[src/design/rlrm_pkg.sv]
`timescale 1ns / 1ps

package rlrm_pkg;

  // Field widths fixed by the port definition.
  localparam int LEN_BITS = 31;
  localparam int RUN_BITS = LEN_BITS + 1;
  localparam int DEFAULT_MAX_RUNS = 256;

  typedef logic [LEN_BITS-1:0] len_t;
  typedef logic [LEN_BITS:0]   sum_t;

  // One run: resident flag on top, byte count below.
  typedef struct packed {
    logic flag;
    len_t len;
  } run_t;

  typedef enum logic [1:0] {
    CMD_CUT,
    CMD_GROW,
    CMD_QUERY,
    CMD_MARK
  } cmd_t;

  typedef enum logic [2:0] {
    STAT_OK,
    STAT_ZERO,
    STAT_PAST,
    STAT_INCONS,
    STAT_FULL
  } status_t;

  typedef enum logic [2:0] {
    S_IDLE,
    S_SCAN,
    S_CALC1,
    S_CALC2,
    S_CALC3,
    S_COPY,
    S_DONE
  } state_t;

endpackage

[src/design/rlrm_ctrl.sv]
`timescale 1ns / 1ps

module rlrm_ctrl #(
  parameter int MAX_RUNS = rlrm_pkg::DEFAULT_MAX_RUNS
) (
  input  logic                                         clk,
  input  logic                                         rst,
  input  logic                                         start,
  output logic                                         busy,
  input  logic [1:0]                                   command,
  input  rlrm_pkg::len_t                               position,
  input  rlrm_pkg::len_t                               end_pos,
  input  rlrm_pkg::len_t                               length,
  output logic                                         done,
  output logic                                         in_terminal,
  output rlrm_pkg::len_t                               range_start,
  output rlrm_pkg::len_t                               range_end,
  output rlrm_pkg::status_t                            status,
  output logic [((MAX_RUNS > 1) ? $clog2(MAX_RUNS) : 1)-1:0] mem_raddr,
  input  rlrm_pkg::run_t                               mem_rdata,
  output logic                                         mem_we,
  output logic [((MAX_RUNS > 1) ? $clog2(MAX_RUNS) : 1)-1:0] mem_waddr,
  output rlrm_pkg::run_t                               mem_wdata,
  output logic                                         bank
);

  localparam int AW = (MAX_RUNS > 1) ? $clog2(MAX_RUNS) : 1;
  localparam int IW = $clog2(MAX_RUNS + 1);
  localparam int XW = IW + 1;
  localparam int LB = rlrm_pkg::LEN_BITS;

  typedef logic [IW-1:0] idx_t;
  typedef logic [XW-1:0] idx_x_t;

  rlrm_pkg::state_t state, state_next;

  // Latched request.
  rlrm_pkg::cmd_t cmd;
  rlrm_pkg::len_t pos, endp, len;

  idx_t count;

  // Scan pass.
  idx_t           rd_cnt;
  logic           d_valid;
  idx_t           d_idx;
  rlrm_pkg::sum_t sum;
  rlrm_pkg::run_t last;
  logic           a_found, b_found;
  idx_t           a_idx, b_idx;
  rlrm_pkg::sum_t a_start, a_end, b_end;
  rlrm_pkg::run_t a_prev, a_cur, a_n1, a_n2, b_cur, b_n1;

  // First compute stage.
  rlrm_pkg::len_t a_off, a_rest, b_tail;
  rlrm_pkg::sum_t tot_n;

  // Mark preparation stage.
  logic           mk_early, mk_incons, mk_prev_ex, mk_next_ex;
  idx_t           mk_idx;
  rlrm_pkg::len_t mk_cur, mk_off, mk_rest, mk_n;
  rlrm_pkg::run_t mk_prev, mk_next;

  // Result.
  logic              res_term;
  rlrm_pkg::len_t    res_rs, res_re;
  rlrm_pkg::status_t res_status;

  // Edit: old runs [ed_a, ed_b) are replaced by ed_k new runs.
  idx_t           ed_a, ed_b, new_count;
  logic [1:0]     ed_k;
  rlrm_pkg::run_t ed_e0, ed_e1, ed_e2;

  // Copy pass.
  idx_t       cp_o;
  logic       w_valid, w_ram;
  idx_t       w_idx;
  logic [1:0] w_ent;

  // Index helpers.
  idx_x_t count_x, a_idx_x, b_idx_x;
  logic   a_has_prev, a_has_cur, a_has_n1, a_has_n2, b_has_n1;

  assign count_x    = {1'b0, count};
  assign a_idx_x    = {1'b0, a_idx};
  assign b_idx_x    = {1'b0, b_idx};
  assign a_has_prev = (a_idx != '0);
  assign a_has_cur  = (a_idx < count);
  assign a_has_n1   = ((a_idx_x + XW'(1)) < count_x);
  assign a_has_n2   = ((a_idx_x + XW'(2)) < count_x);
  assign b_has_n1   = ((b_idx_x + XW'(1)) < count_x);

  // Scan step on the entry that arrives from memory.
  rlrm_pkg::sum_t d_sum;
  rlrm_pkg::len_t b_target;
  logic           a_hit, b_hit, scan_end;

  assign d_sum    = sum + {1'b0, mem_rdata.len};
  assign b_target = endp - LB'(1);
  assign a_hit    = !a_found && (d_sum > {1'b0, pos});
  assign b_hit    = !b_found && (d_sum > {1'b0, b_target});
  assign scan_end = (state == rlrm_pkg::S_SCAN) && (rd_cnt == count) && !d_valid;

  // Copy pass source selection.
  idx_x_t cp_o_x, cp_src;
  logic   cp_pre, cp_ins, cp_issue, copy_end;

  assign cp_o_x   = {1'b0, cp_o};
  assign cp_pre   = (cp_o < ed_a);
  assign cp_ins   = (cp_o_x < ({1'b0, ed_a} + XW'(ed_k)));
  assign cp_src   = cp_o_x + {1'b0, ed_b} - {1'b0, ed_a} - XW'(ed_k);
  assign cp_issue = (state == rlrm_pkg::S_COPY) && (cp_o < new_count);
  assign copy_end = (state == rlrm_pkg::S_COPY) && (cp_o == new_count) && !w_valid;

  // Final decision for every command.
  logic              c_apply, c_term;
  rlrm_pkg::status_t c_status;
  rlrm_pkg::len_t    c_rs, c_re;
  idx_t              c_a, c_b;
  logic [1:0]        c_k, c_need;
  rlrm_pkg::run_t    c_e0, c_e1, c_e2;
  logic              head_ex, tail_ex, lft_ex, rgt_ex, merge, lm, rm;
  rlrm_pkg::run_t    lft, rgt, head_run, tail_run, mid_run;
  rlrm_pkg::len_t    lm_len, rm_len;
  logic              full;

  always_comb begin
    c_apply  = 1'b0;
    c_term   = 1'b0;
    c_status = rlrm_pkg::STAT_OK;
    c_rs     = '0;
    c_re     = '0;
    c_a      = a_idx;
    c_b      = a_idx;
    c_k      = 2'd0;
    c_need   = 2'd0;
    full     = 1'b0;
    c_e0     = '0;
    c_e1     = '0;
    c_e2     = '0;
    head_ex  = (a_off != '0);
    tail_ex  = (b_tail != '0);
    head_run = '{flag: a_cur.flag, len: a_off};
    tail_run = '{flag: b_cur.flag, len: b_tail};
    lft_ex   = head_ex || a_has_prev;
    lft      = head_ex ? head_run : a_prev;
    rgt_ex   = tail_ex || b_has_n1;
    rgt      = tail_ex ? tail_run : b_n1;
    merge    = lft_ex && rgt_ex && (lft.flag == rgt.flag);
    lm       = (mk_off == '0) && mk_prev_ex && mk_prev.flag;
    rm       = (mk_rest == mk_n) && mk_next_ex && mk_next.flag;
    lm_len   = lm ? mk_prev.len : '0;
    rm_len   = rm ? mk_next.len : '0;
    mid_run  = '{flag: 1'b1, len: mk_n + lm_len + rm_len};
    unique case (cmd)
      rlrm_pkg::CMD_CUT: begin
        if (endp <= pos) begin
          c_status = rlrm_pkg::STAT_ZERO;
        end else if ({1'b0, endp} > sum) begin
          c_status = rlrm_pkg::STAT_PAST;
        end else begin
          c_apply = 1'b1;
          c_a     = a_idx - IW'(merge && !head_ex);
          c_b     = b_idx + IW'(1) + IW'(merge && !tail_ex);
          if (merge) begin
            c_k  = 2'd1;
            c_e0 = '{flag: lft.flag, len: lft.len + rgt.len};
          end else if (head_ex && tail_ex) begin
            c_k  = 2'd2;
            c_e0 = head_run;
            c_e1 = tail_run;
          end else if (head_ex) begin
            c_k  = 2'd1;
            c_e0 = head_run;
          end else if (tail_ex) begin
            c_k  = 2'd1;
            c_e0 = tail_run;
          end
        end
      end
      rlrm_pkg::CMD_GROW: begin
        // Pick the edit first, then check the error cases in order.
        if (!a_has_cur) begin
          if (a_has_prev && !a_prev.flag) begin
            c_a  = a_idx - IW'(1);
            c_b  = a_idx;
            c_k  = 2'd1;
            c_e0 = '{flag: 1'b0, len: a_prev.len + len};
          end else begin
            c_need = 2'd1;
            c_k    = 2'd1;
            c_e0   = '{flag: 1'b0, len: len};
          end
        end else if (!a_cur.flag) begin
          c_b  = a_idx + IW'(1);
          c_k  = 2'd1;
          c_e0 = '{flag: 1'b0, len: a_cur.len + len};
        end else if (!head_ex && a_has_prev && !a_prev.flag) begin
          c_a  = a_idx - IW'(1);
          c_k  = 2'd1;
          c_e0 = '{flag: 1'b0, len: a_prev.len + len};
        end else if (!head_ex) begin
          c_need = 2'd1;
          c_k    = 2'd1;
          c_e0   = '{flag: 1'b0, len: len};
        end else begin
          c_need = 2'd2;
          c_b    = a_idx + IW'(1);
          c_k    = 2'd3;
          c_e0   = '{flag: 1'b1, len: a_off};
          c_e1   = '{flag: 1'b0, len: len};
          c_e2   = '{flag: 1'b1, len: a_rest};
        end
        full = ((count_x + XW'(c_need)) > XW'(MAX_RUNS));
        if (len == '0) begin
          c_status = rlrm_pkg::STAT_ZERO;
        end else if ({1'b0, pos} > sum) begin
          c_status = rlrm_pkg::STAT_PAST;
        end else if (tot_n[LB] || full) begin
          c_status = rlrm_pkg::STAT_FULL;
        end else begin
          c_apply = 1'b1;
        end
      end
      rlrm_pkg::CMD_QUERY: begin
        if ({1'b0, pos} > sum) begin
          c_status = rlrm_pkg::STAT_PAST;
        end else begin
          c_term = a_has_cur ? a_cur.flag : (a_has_prev && a_prev.flag);
        end
      end
      default: begin
        c_need = 2'((mk_off != '0)) + 2'((mk_rest != mk_n));
        full   = ((count_x + XW'(c_need)) > XW'(MAX_RUNS));
        c_a    = mk_idx - IW'(lm);
        c_b    = mk_idx + IW'(1) + IW'(rm);
        if (mk_off != '0) begin
          c_e0 = '{flag: 1'b0, len: mk_off};
          c_e1 = mid_run;
          c_e2 = '{flag: 1'b0, len: mk_rest - mk_n};
          c_k  = (mk_rest != mk_n) ? 2'd3 : 2'd2;
        end else begin
          c_e0 = mid_run;
          c_e1 = '{flag: 1'b0, len: mk_rest - mk_n};
          c_k  = (mk_rest != mk_n) ? 2'd2 : 2'd1;
        end
        if (len == '0) begin
          c_status = rlrm_pkg::STAT_ZERO;
        end else if ({1'b0, pos} >= sum) begin
          c_status = rlrm_pkg::STAT_PAST;
        end else if (mk_early) begin
          c_rs = pos;
          c_re = pos;
        end else if (mk_incons) begin
          c_status = rlrm_pkg::STAT_INCONS;
        end else if (full) begin
          c_status = rlrm_pkg::STAT_FULL;
        end else begin
          c_apply = 1'b1;
          c_rs    = mk_cur;
          c_re    = mk_cur + mk_n;
        end
      end
    endcase
  end

  // Next state.
  always_comb begin
    state_next = state;
    unique case (state)
      rlrm_pkg::S_IDLE:  if (start) state_next = rlrm_pkg::S_SCAN;
      rlrm_pkg::S_SCAN:  if (scan_end) state_next = rlrm_pkg::S_CALC1;
      rlrm_pkg::S_CALC1: state_next = rlrm_pkg::S_CALC2;
      rlrm_pkg::S_CALC2: state_next = rlrm_pkg::S_CALC3;
      rlrm_pkg::S_CALC3: state_next = c_apply ? rlrm_pkg::S_COPY : rlrm_pkg::S_DONE;
      rlrm_pkg::S_COPY:  if (copy_end) state_next = rlrm_pkg::S_DONE;
      rlrm_pkg::S_DONE:  state_next = rlrm_pkg::S_IDLE;
      default:           state_next = rlrm_pkg::S_IDLE;
    endcase
  end

  // Outputs and memory port.
  always_comb begin
    busy        = (state != rlrm_pkg::S_IDLE);
    done        = (state == rlrm_pkg::S_DONE);
    in_terminal = res_term;
    range_start = res_rs;
    range_end   = res_re;
    status      = res_status;
    mem_raddr   = rd_cnt[AW-1:0];
    if (state == rlrm_pkg::S_COPY) begin
      mem_raddr = cp_pre ? cp_o[AW-1:0] : cp_src[AW-1:0];
    end
    mem_we    = w_valid;
    mem_waddr = w_idx[AW-1:0];
    if (w_ram) begin
      mem_wdata = mem_rdata;
    end else begin
      unique case (w_ent)
        2'd0:    mem_wdata = ed_e0;
        2'd1:    mem_wdata = ed_e1;
        default: mem_wdata = ed_e2;
      endcase
    end
  end

  // Control registers.
  always_ff @(posedge clk) begin
    if (rst) begin
      state   <= rlrm_pkg::S_IDLE;
      count   <= '0;
      bank    <= 1'b0;
      d_valid <= 1'b0;
      w_valid <= 1'b0;
    end else begin
      state   <= state_next;
      d_valid <= (state == rlrm_pkg::S_SCAN) && (rd_cnt < count);
      w_valid <= cp_issue;
      if (copy_end) begin
        bank  <= !bank;
        count <= new_count;
      end
    end
  end

  // Datapath registers.
  always_ff @(posedge clk) begin
    // Request latch and scan setup.
    if (state == rlrm_pkg::S_IDLE && start) begin
      cmd     <= rlrm_pkg::cmd_t'(command);
      pos     <= position;
      endp    <= end_pos;
      len     <= length;
      rd_cnt  <= '0;
      sum     <= '0;
      a_found <= 1'b0;
      b_found <= 1'b0;
    end

    // Scan: walk every run once, locating the start and end positions.
    if (state == rlrm_pkg::S_SCAN) begin
      if (rd_cnt < count) begin
        rd_cnt <= rd_cnt + IW'(1);
      end
      d_idx <= rd_cnt;
      if (d_valid) begin
        sum  <= d_sum;
        last <= mem_rdata;
        if (a_hit) begin
          a_found <= 1'b1;
          a_idx   <= d_idx;
          a_start <= sum;
          a_end   <= d_sum;
          a_cur   <= mem_rdata;
          a_prev  <= last;
        end else if (a_found) begin
          if ({1'b0, d_idx} == (a_idx_x + XW'(1))) a_n1 <= mem_rdata;
          if ({1'b0, d_idx} == (a_idx_x + XW'(2))) a_n2 <= mem_rdata;
        end
        if (b_hit) begin
          b_found <= 1'b1;
          b_idx   <= d_idx;
          b_end   <= d_sum;
          b_cur   <= mem_rdata;
        end else if (b_found) begin
          if ({1'b0, d_idx} == (b_idx_x + XW'(1))) b_n1 <= mem_rdata;
        end
      end
      if (scan_end && !a_found) begin
        a_idx   <= count;
        a_start <= sum;
        a_end   <= sum;
        a_prev  <= last;
      end
    end

    // Distances inside the located runs.
    if (state == rlrm_pkg::S_CALC1) begin
      a_off  <= pos - a_start[LB-1:0];
      a_rest <= a_end[LB-1:0] - pos;
      b_tail <= b_end[LB-1:0] - endp;
      tot_n  <= sum + {1'b0, len};
    end

    // Mark: find the non-resident run to work on and the byte count.
    if (state == rlrm_pkg::S_CALC2) begin
      if (a_cur.flag) begin
        mk_early   <= (len <= a_rest);
        mk_incons  <= !a_has_n1 || a_n1.flag;
        mk_idx     <= a_idx + IW'(1);
        mk_cur     <= a_end[LB-1:0];
        mk_off     <= '0;
        mk_rest    <= a_n1.len;
        mk_n       <= (a_n1.len < (len - a_rest)) ? a_n1.len : (len - a_rest);
        mk_prev    <= a_cur;
        mk_prev_ex <= 1'b1;
        mk_next    <= a_n2;
        mk_next_ex <= a_has_n2;
      end else begin
        mk_early   <= 1'b0;
        mk_incons  <= 1'b0;
        mk_idx     <= a_idx;
        mk_cur     <= pos;
        mk_off     <= a_off;
        mk_rest    <= a_rest;
        mk_n       <= (a_rest < len) ? a_rest : len;
        mk_prev    <= a_prev;
        mk_prev_ex <= a_has_prev;
        mk_next    <= a_n1;
        mk_next_ex <= a_has_n1;
      end
    end

    // Register the result and the edit.
    if (state == rlrm_pkg::S_CALC3) begin
      res_term   <= c_term;
      res_rs     <= c_rs;
      res_re     <= c_re;
      res_status <= c_status;
      ed_a       <= c_a;
      ed_b       <= c_b;
      ed_k       <= c_k;
      ed_e0      <= c_e0;
      ed_e1      <= c_e1;
      ed_e2      <= c_e2;
      new_count  <= IW'(count_x + XW'(c_k) - ({1'b0, c_b} - {1'b0, c_a}));
      cp_o       <= '0;
    end

    // Copy: rebuild the list into the other bank, one run a cycle.
    if (cp_issue) begin
      cp_o  <= cp_o + IW'(1);
      w_idx <= cp_o;
      w_ram <= cp_pre || !cp_ins;
      w_ent <= 2'(cp_o - ed_a);
    end
  end

  // Checks.
  a_count_bound: assert property (@(posedge clk) disable iff (rst)
    count_x <= XW'(MAX_RUNS))
    else $error("run count exceeds the store depth");

  a_write_in_copy: assert property (@(posedge clk) disable iff (rst)
    mem_we |-> (state == rlrm_pkg::S_COPY))
    else $error("memory write outside the copy pass");

  a_start_scan: assert property (@(posedge clk) disable iff (rst)
    (start && !busy) |=> (state == rlrm_pkg::S_SCAN))
    else $error("accepted request did not start a scan");

  a_done_release: assert property (@(posedge clk) disable iff (rst)
    done |=> !busy)
    else $error("block stayed busy after its result");

endmodule

[config.mk]
export PLATFORM = sky130hd
export DESIGN_NAME = rlrm_ctrl
export DESIGN_NICKNAME = d
export VERILOG_FILES = /design/src/design/rlrm_pkg.sv /design/src/design/rlrm_ctrl.sv
export SDC_FILE = /design/constraint.sdc
export NUM_CORES = 2
export LEC_CHECK = 0
export BUFFER_PORTS_ARGS = -buffer_cell sky130_fd_sc_hd__buf_4
export CORE_MARGIN = 1
export CORE_UTILIZATION = 65
export DETAILED_ROUTE_END_ITERATION = 7
export PLACE_DENSITY_LB_ADDON = 0.2
export REMOVE_ABC_BUFFERS = 1
export SETUP_SLACK_MARGIN = 0.05
export SYNTH_ARGS = -nofsm -noshare
export SYNTH_HDL_FRONTEND = slang
export SYNTH_SLANG_ARGS = --single-unit
[constraint.sdc]
create_clock -name clk -period 44.2 [get_ports clk]
set_clock_uncertainty 0.05 [all_clocks]
set_input_delay 8.84 -clock clk [delete_from_list [all_inputs] [get_ports clk]]
set_output_delay 8.84 -clock clk [all_outputs]
set_load 0.01 [all_outputs]
# Word-level counts from Yosys, hierarchy flattened
# Cells that the tools add are included.
dict set report op_classes {
  add_sub_neg 38
  n_lt_le_gt_ge 19
  n_eq_ne 20
  muxes 143
  n_bitwise 3
  reduce_logical 62
}
# op count
set ops {}
lappend ops {{2-to-1 mux 32 bit} 30}
lappend ops {{2-to-1 mux 31 bit} 26}
lappend ops {{case mux 32 bit (3 select lines)} 2}
lappend ops {{2-to-1 mux 9 bit} 21}
lappend ops {{adder 31 bit} 6}
lappend ops {{subtractor 31 bit} 5}
lappend ops {{case mux 32 bit (2 select lines)} 2}
lappend ops {{nonzero test 31 bit} 3}
lappend ops {{adder 32 x 31 -> 32 bit} 2}
lappend ops {{greater-than comparator 31 x 32 -> 1 bit} 2}
lappend ops {{greater-than comparator 32 x 31 -> 1 bit} 2}
lappend ops {{<= comparator 31 bit} 2}
lappend ops {{zero test 31 bit} 2}
lappend ops {{< comparator 31 bit} 2}
lappend ops {{case mux 9 bit (3 select lines)} 2}
lappend ops {{adder 9 x 1 -> 9 bit (second input constant)} 5}
lappend ops {{2-to-1 mux 2 bit} 19}
lappend ops {{< comparator 9 bit} 4}
lappend ops {{2-to-1 mux 3 bit} 11}
lappend ops {{>= comparator 31 x 32 -> 1 bit} 1}
lappend ops {{equality test 31 bit} 1}
lappend ops {{!= test 31 bit} 1}
lappend ops {{subtractor 31 x 1 -> 31 bit (second input constant)} 1}
lappend ops {{adder 9 x 2 -> 10 bit} 3}
lappend ops {{44 further kinds} 130}
dict set report word_totals {
  reg_bits 1002
  in_bits 130
  out_inout_bits 118
  word_cells 352
}

# Longest topological paths before layout
dict set report logic_depth {
  depth_word 17
  depth_mapped 32
  depth_no_buf 28
}

# Worst setup path after synthesis
# No wires, ideal clock.
dict set report synth_timing {
  path_type {input to register}
  from {input mem_rdata[0] (netlist name)}
  to {register a_end[0], enable pin}
  setup_time_ns 0.599
  arrival_ns 17.507
  slack_ns 26.045
  stages 20
  n_path_buf 0
  cell_sequence {ha_1 > fa_1 > a211oi_1 > o21ai_1 > a31oi_1 > o32ai_1 > a2111o_1 > nand2_1 > xnor2_1 > ha_1 > nand3_1 > nor3_1 > and3_1 > nand4_1 > a2111oi_0 > a211oi_1 > o32ai_1 > a21o_1 > nand2_1 > a21oi_1}
}
dict set report synth_between {
  elab_chain_len 5
}
# element line_no
set synth_lines {}
lappend synth_lines {{from (decl)} rlrm_ctrl.sv:20} ;# input rlrm_pkg::run_t mem_rdata,
lappend synth_lines {{adder 32 x 31 -> 32 bit} rlrm_ctrl.sv:98} ;# assign d_sum = sum + {1'b0, mem_rdata.len};
lappend synth_lines {{net d_sum[22]} rlrm_ctrl.sv:94} ;# rlrm_pkg::sum_t d_sum;
lappend synth_lines {{greater-than comparator 32 x 31 -> 1 bit} rlrm_ctrl.sv:100} ;# assign a_hit = !a_found && (d_sum > {1'b0, pos});
lappend synth_lines {{logical AND 1 bit} rlrm_ctrl.sv:100}
lappend synth_lines {{nonzero test 2 bit (no source line)} --}
lappend synth_lines {{AND reduction 3 bit (no source line)} --}
lappend synth_lines {{to (signal assigned)} rlrm_ctrl.sv:353} ;# a_end <= d_sum;
lappend synth_lines {{to (signal assigned)} rlrm_ctrl.sv:372} ;# a_end <= sum;
lappend synth_lines {{to (decl)} rlrm_ctrl.sv:51} ;# rlrm_pkg::sum_t a_start, a_end, b_end;
# The timed path passes the listed nets, and every way through them passes these cells.
# A chain may end at the register's enable or synchronous reset.

==> flow_metrics.tcl <==
set metrics [dict create \
    std_cell_rows 116 \
    period_needed_ps 18630 \
    violations "design-rule violations" \
    post-cts-setup-buffer-count 0 \
    pwr_density_cell_nw_per_um2 42.4 \
    grt_pass1_wl_mm 355 \
    n_fill_cell 7116 \
    yosys_register_bits 971 \
    vias 57318 \
    cp_max_fo 7 \
    io_pins 248 \
    gr-usage-all-layers 0.474 \
    drv_cap 0 \
    p_leak_uw 0.0299 \
    crit_arrival_ps 9740 \
    hp-class "reg -> reg" \
    final_common_cell "edfxtp_1" \
    root_buffer "clkbuf_16" \
    status "complete, but fails checks" \
    first_global_vias 54922 \
    finalCritPeriodShare 0.422 \
    slew_violations 0 \
    antenna_found_initial 18 \
    drc 1 \
    synth.avg_cell_area_um2 10.3 \
    ir_drop_uv 40.8 \
    layout_common_cells "edfxtp_1 (913), ha_1 (665), nand2_1 (532), o21ai_0 (472), a21oi_1 (436)" \
    synthFlopType "edfxtp_1" \
    core_um2 101000 \
    overflow 0 \
    layout.nets 7561 \
    cts_buffer_depth 3 \
    portBuffers 247 \
    path_class "in -> out" \
    wirelength_mm 248 \
    synth-seq-area-share 0.431 \
    gp_congestion 1.06 \
    start_kind "input port" \
    relSlewSlack 0.0479 \
    syn_inst 6457 \
    cts_sinks 971 \
    required_ps 35310 \
    htree_levels 3 \
    setup-violations-final 0 \
    via_per_inst 7.03 \
    critPathCaptureType "output port" \
    avgRoutedWirePerCell_um 30.4 \
    final_layout_size_suffix_gt1_frac 0.100 \
    hold_viol 0 \
    yosys_warnings 0 \
    clk-insertion-delay-late_ps 710 \
    firstDrtPassIters 8 \
    tns_ps 0 \
    cts_resized 0 \
    initialDrtViolationCount 8726 \
    rsz0062_at_grt "false" \
    cts_buffers 104 \
    synth_edf_count 913 \
    grt_max_degree 171 \
    start_util 0.660 \
    tightest_slew_ps 1420 \
    synthDistinctLibCells 97 \
    clk_pin_slew_worst_paths_ps 60 \
    die-area_um2 103000 \
    syn-cell-area_um2 66300 \
    power_uw 3110 \
    ant_nets 0 \
    die_h_um 321 \
    syn_to_final_growth_pct 10.7 \
    dpl.hpwl_mm 187 \
    holdBufCountCts 0 \
    synthArstFlopShare 0 \
    cts_tree "yes" \
    max_freq_mhz 53.7 \
    die-width_um 321 \
]
critical path, stage by stage:
cell     delay, ps
buf_4          160
nand2_1         70
o21ai_0        360
buf_4          310
cells in the mapped netlist (all sizes together) (28+ instances only):
master | count | area, µm²
o21a | 80 | 601
a211oi | 70 | 541
xnor2 | 291 | 2550
mux2i | 89 | 891
a221oi | 29 | 267
nand2 | 536 | 2020
o221ai | 28 | 251
o21ai | 493 | 2470
xor2 | 158 | 1380
a21o | 244 | 1830
o211ai | 69 | 518
a22o | 64 | 561
edfxtp | 913 | 27400
nand2b | 56 | 350
a21oi | 438 | 2200
and2 | 79 | 494
nor2 | 381 | 1430
inv | 409 | 1540
nand4 | 74 | 463
nor4 | 51 | 332
nand3 | 126 | 631
o21bai | 55 | 413
and3 | 59 | 370
ha | 665 | 8320
a31oi | 43 | 269
clkbuf | 165 | 619
nor3 | 101 | 521
or3 | 31 | 194
fa | 63 | 1260
dfxtp | 58 | 1160
nor2b | 86 | 538
buf | 44 | 185
mux2 | 86 | 972
stage by stage:
stage                     instance area [µm²]  setup slack, ps  std cells  hold slack, ps   util
after global routing                    73400            25590       8147             372  0.730
after detailed placement                70000            25670       7954             355  0.696
after floorplan                         65500            25990       6248             350      -
after global placement                  70000            25690       7954             351  0.696
after CTS                               73400            25670       8146             368  0.730
final                                   73400            25570       8152             369  0.730
power by group:
| part | total [µW] | switching [µW] | internal [µW] |
|---|---|---|---|
| Sequential | 1210 | 93.4 | 1110 |
| Clock | 890 | 393 | 497 |
| Combinational | 1020 | 640 | 375 |
per-layer routing:
metal	up-vias	GRT usage	wire length, µm
li1	24592	-	-
met1	27224	0.606	87000
met2	4499	0.695	104000
met3	973	0.152	37500
met4	30	0.300	18900
met5	-	0	200
worst paths after layout:
kind	from	to	slack, ps	depth (start not counted)
worst min register to register	last[5]	a_prev[5]	370	0
worst max-delay path	mem_rdata[14]	mem_wdata[14]	25570	4
worst max register to register	b_tail[30]	new_count[8]	35060	27
worst min-delay path	last[5]	a_prev[5]	370	0
final cells by class:
| type | instances | area, µm² | share of cell area |
|---|---|---|---|
| Timing Repair Buffer | 349 | 2650 | 0.0360 |
| Clock inverter | 59 | 562 | 0.00765 |
| Multi-Input combinational cell | 4867 | 35600 | 0.484 |
| Clock buffer | 133 | 2810 | 0.0383 |
| Antenna cell | 6 | 15.0 | 0.000205 |
| Inverter | 410 | 1540 | 0.0210 |
| Sequential cell | 971 | 28600 | 0.389 |
| Tap cell | 1357 | 1700 | 0.0231 |
logic make-up after synthesis:
kind of cell             share of synthesized area
adder cells (fa/ha/maj)                      0.144
AND/OR/NAND/NOR                              0.120
XOR/XNOR                                    0.0593
AO/OA/AOI/OAI                                0.182
flip-flops                                   0.431
multiplexers                                0.0281
buffers and inverters                       0.0353
Power figures use the tool's default switching activity.
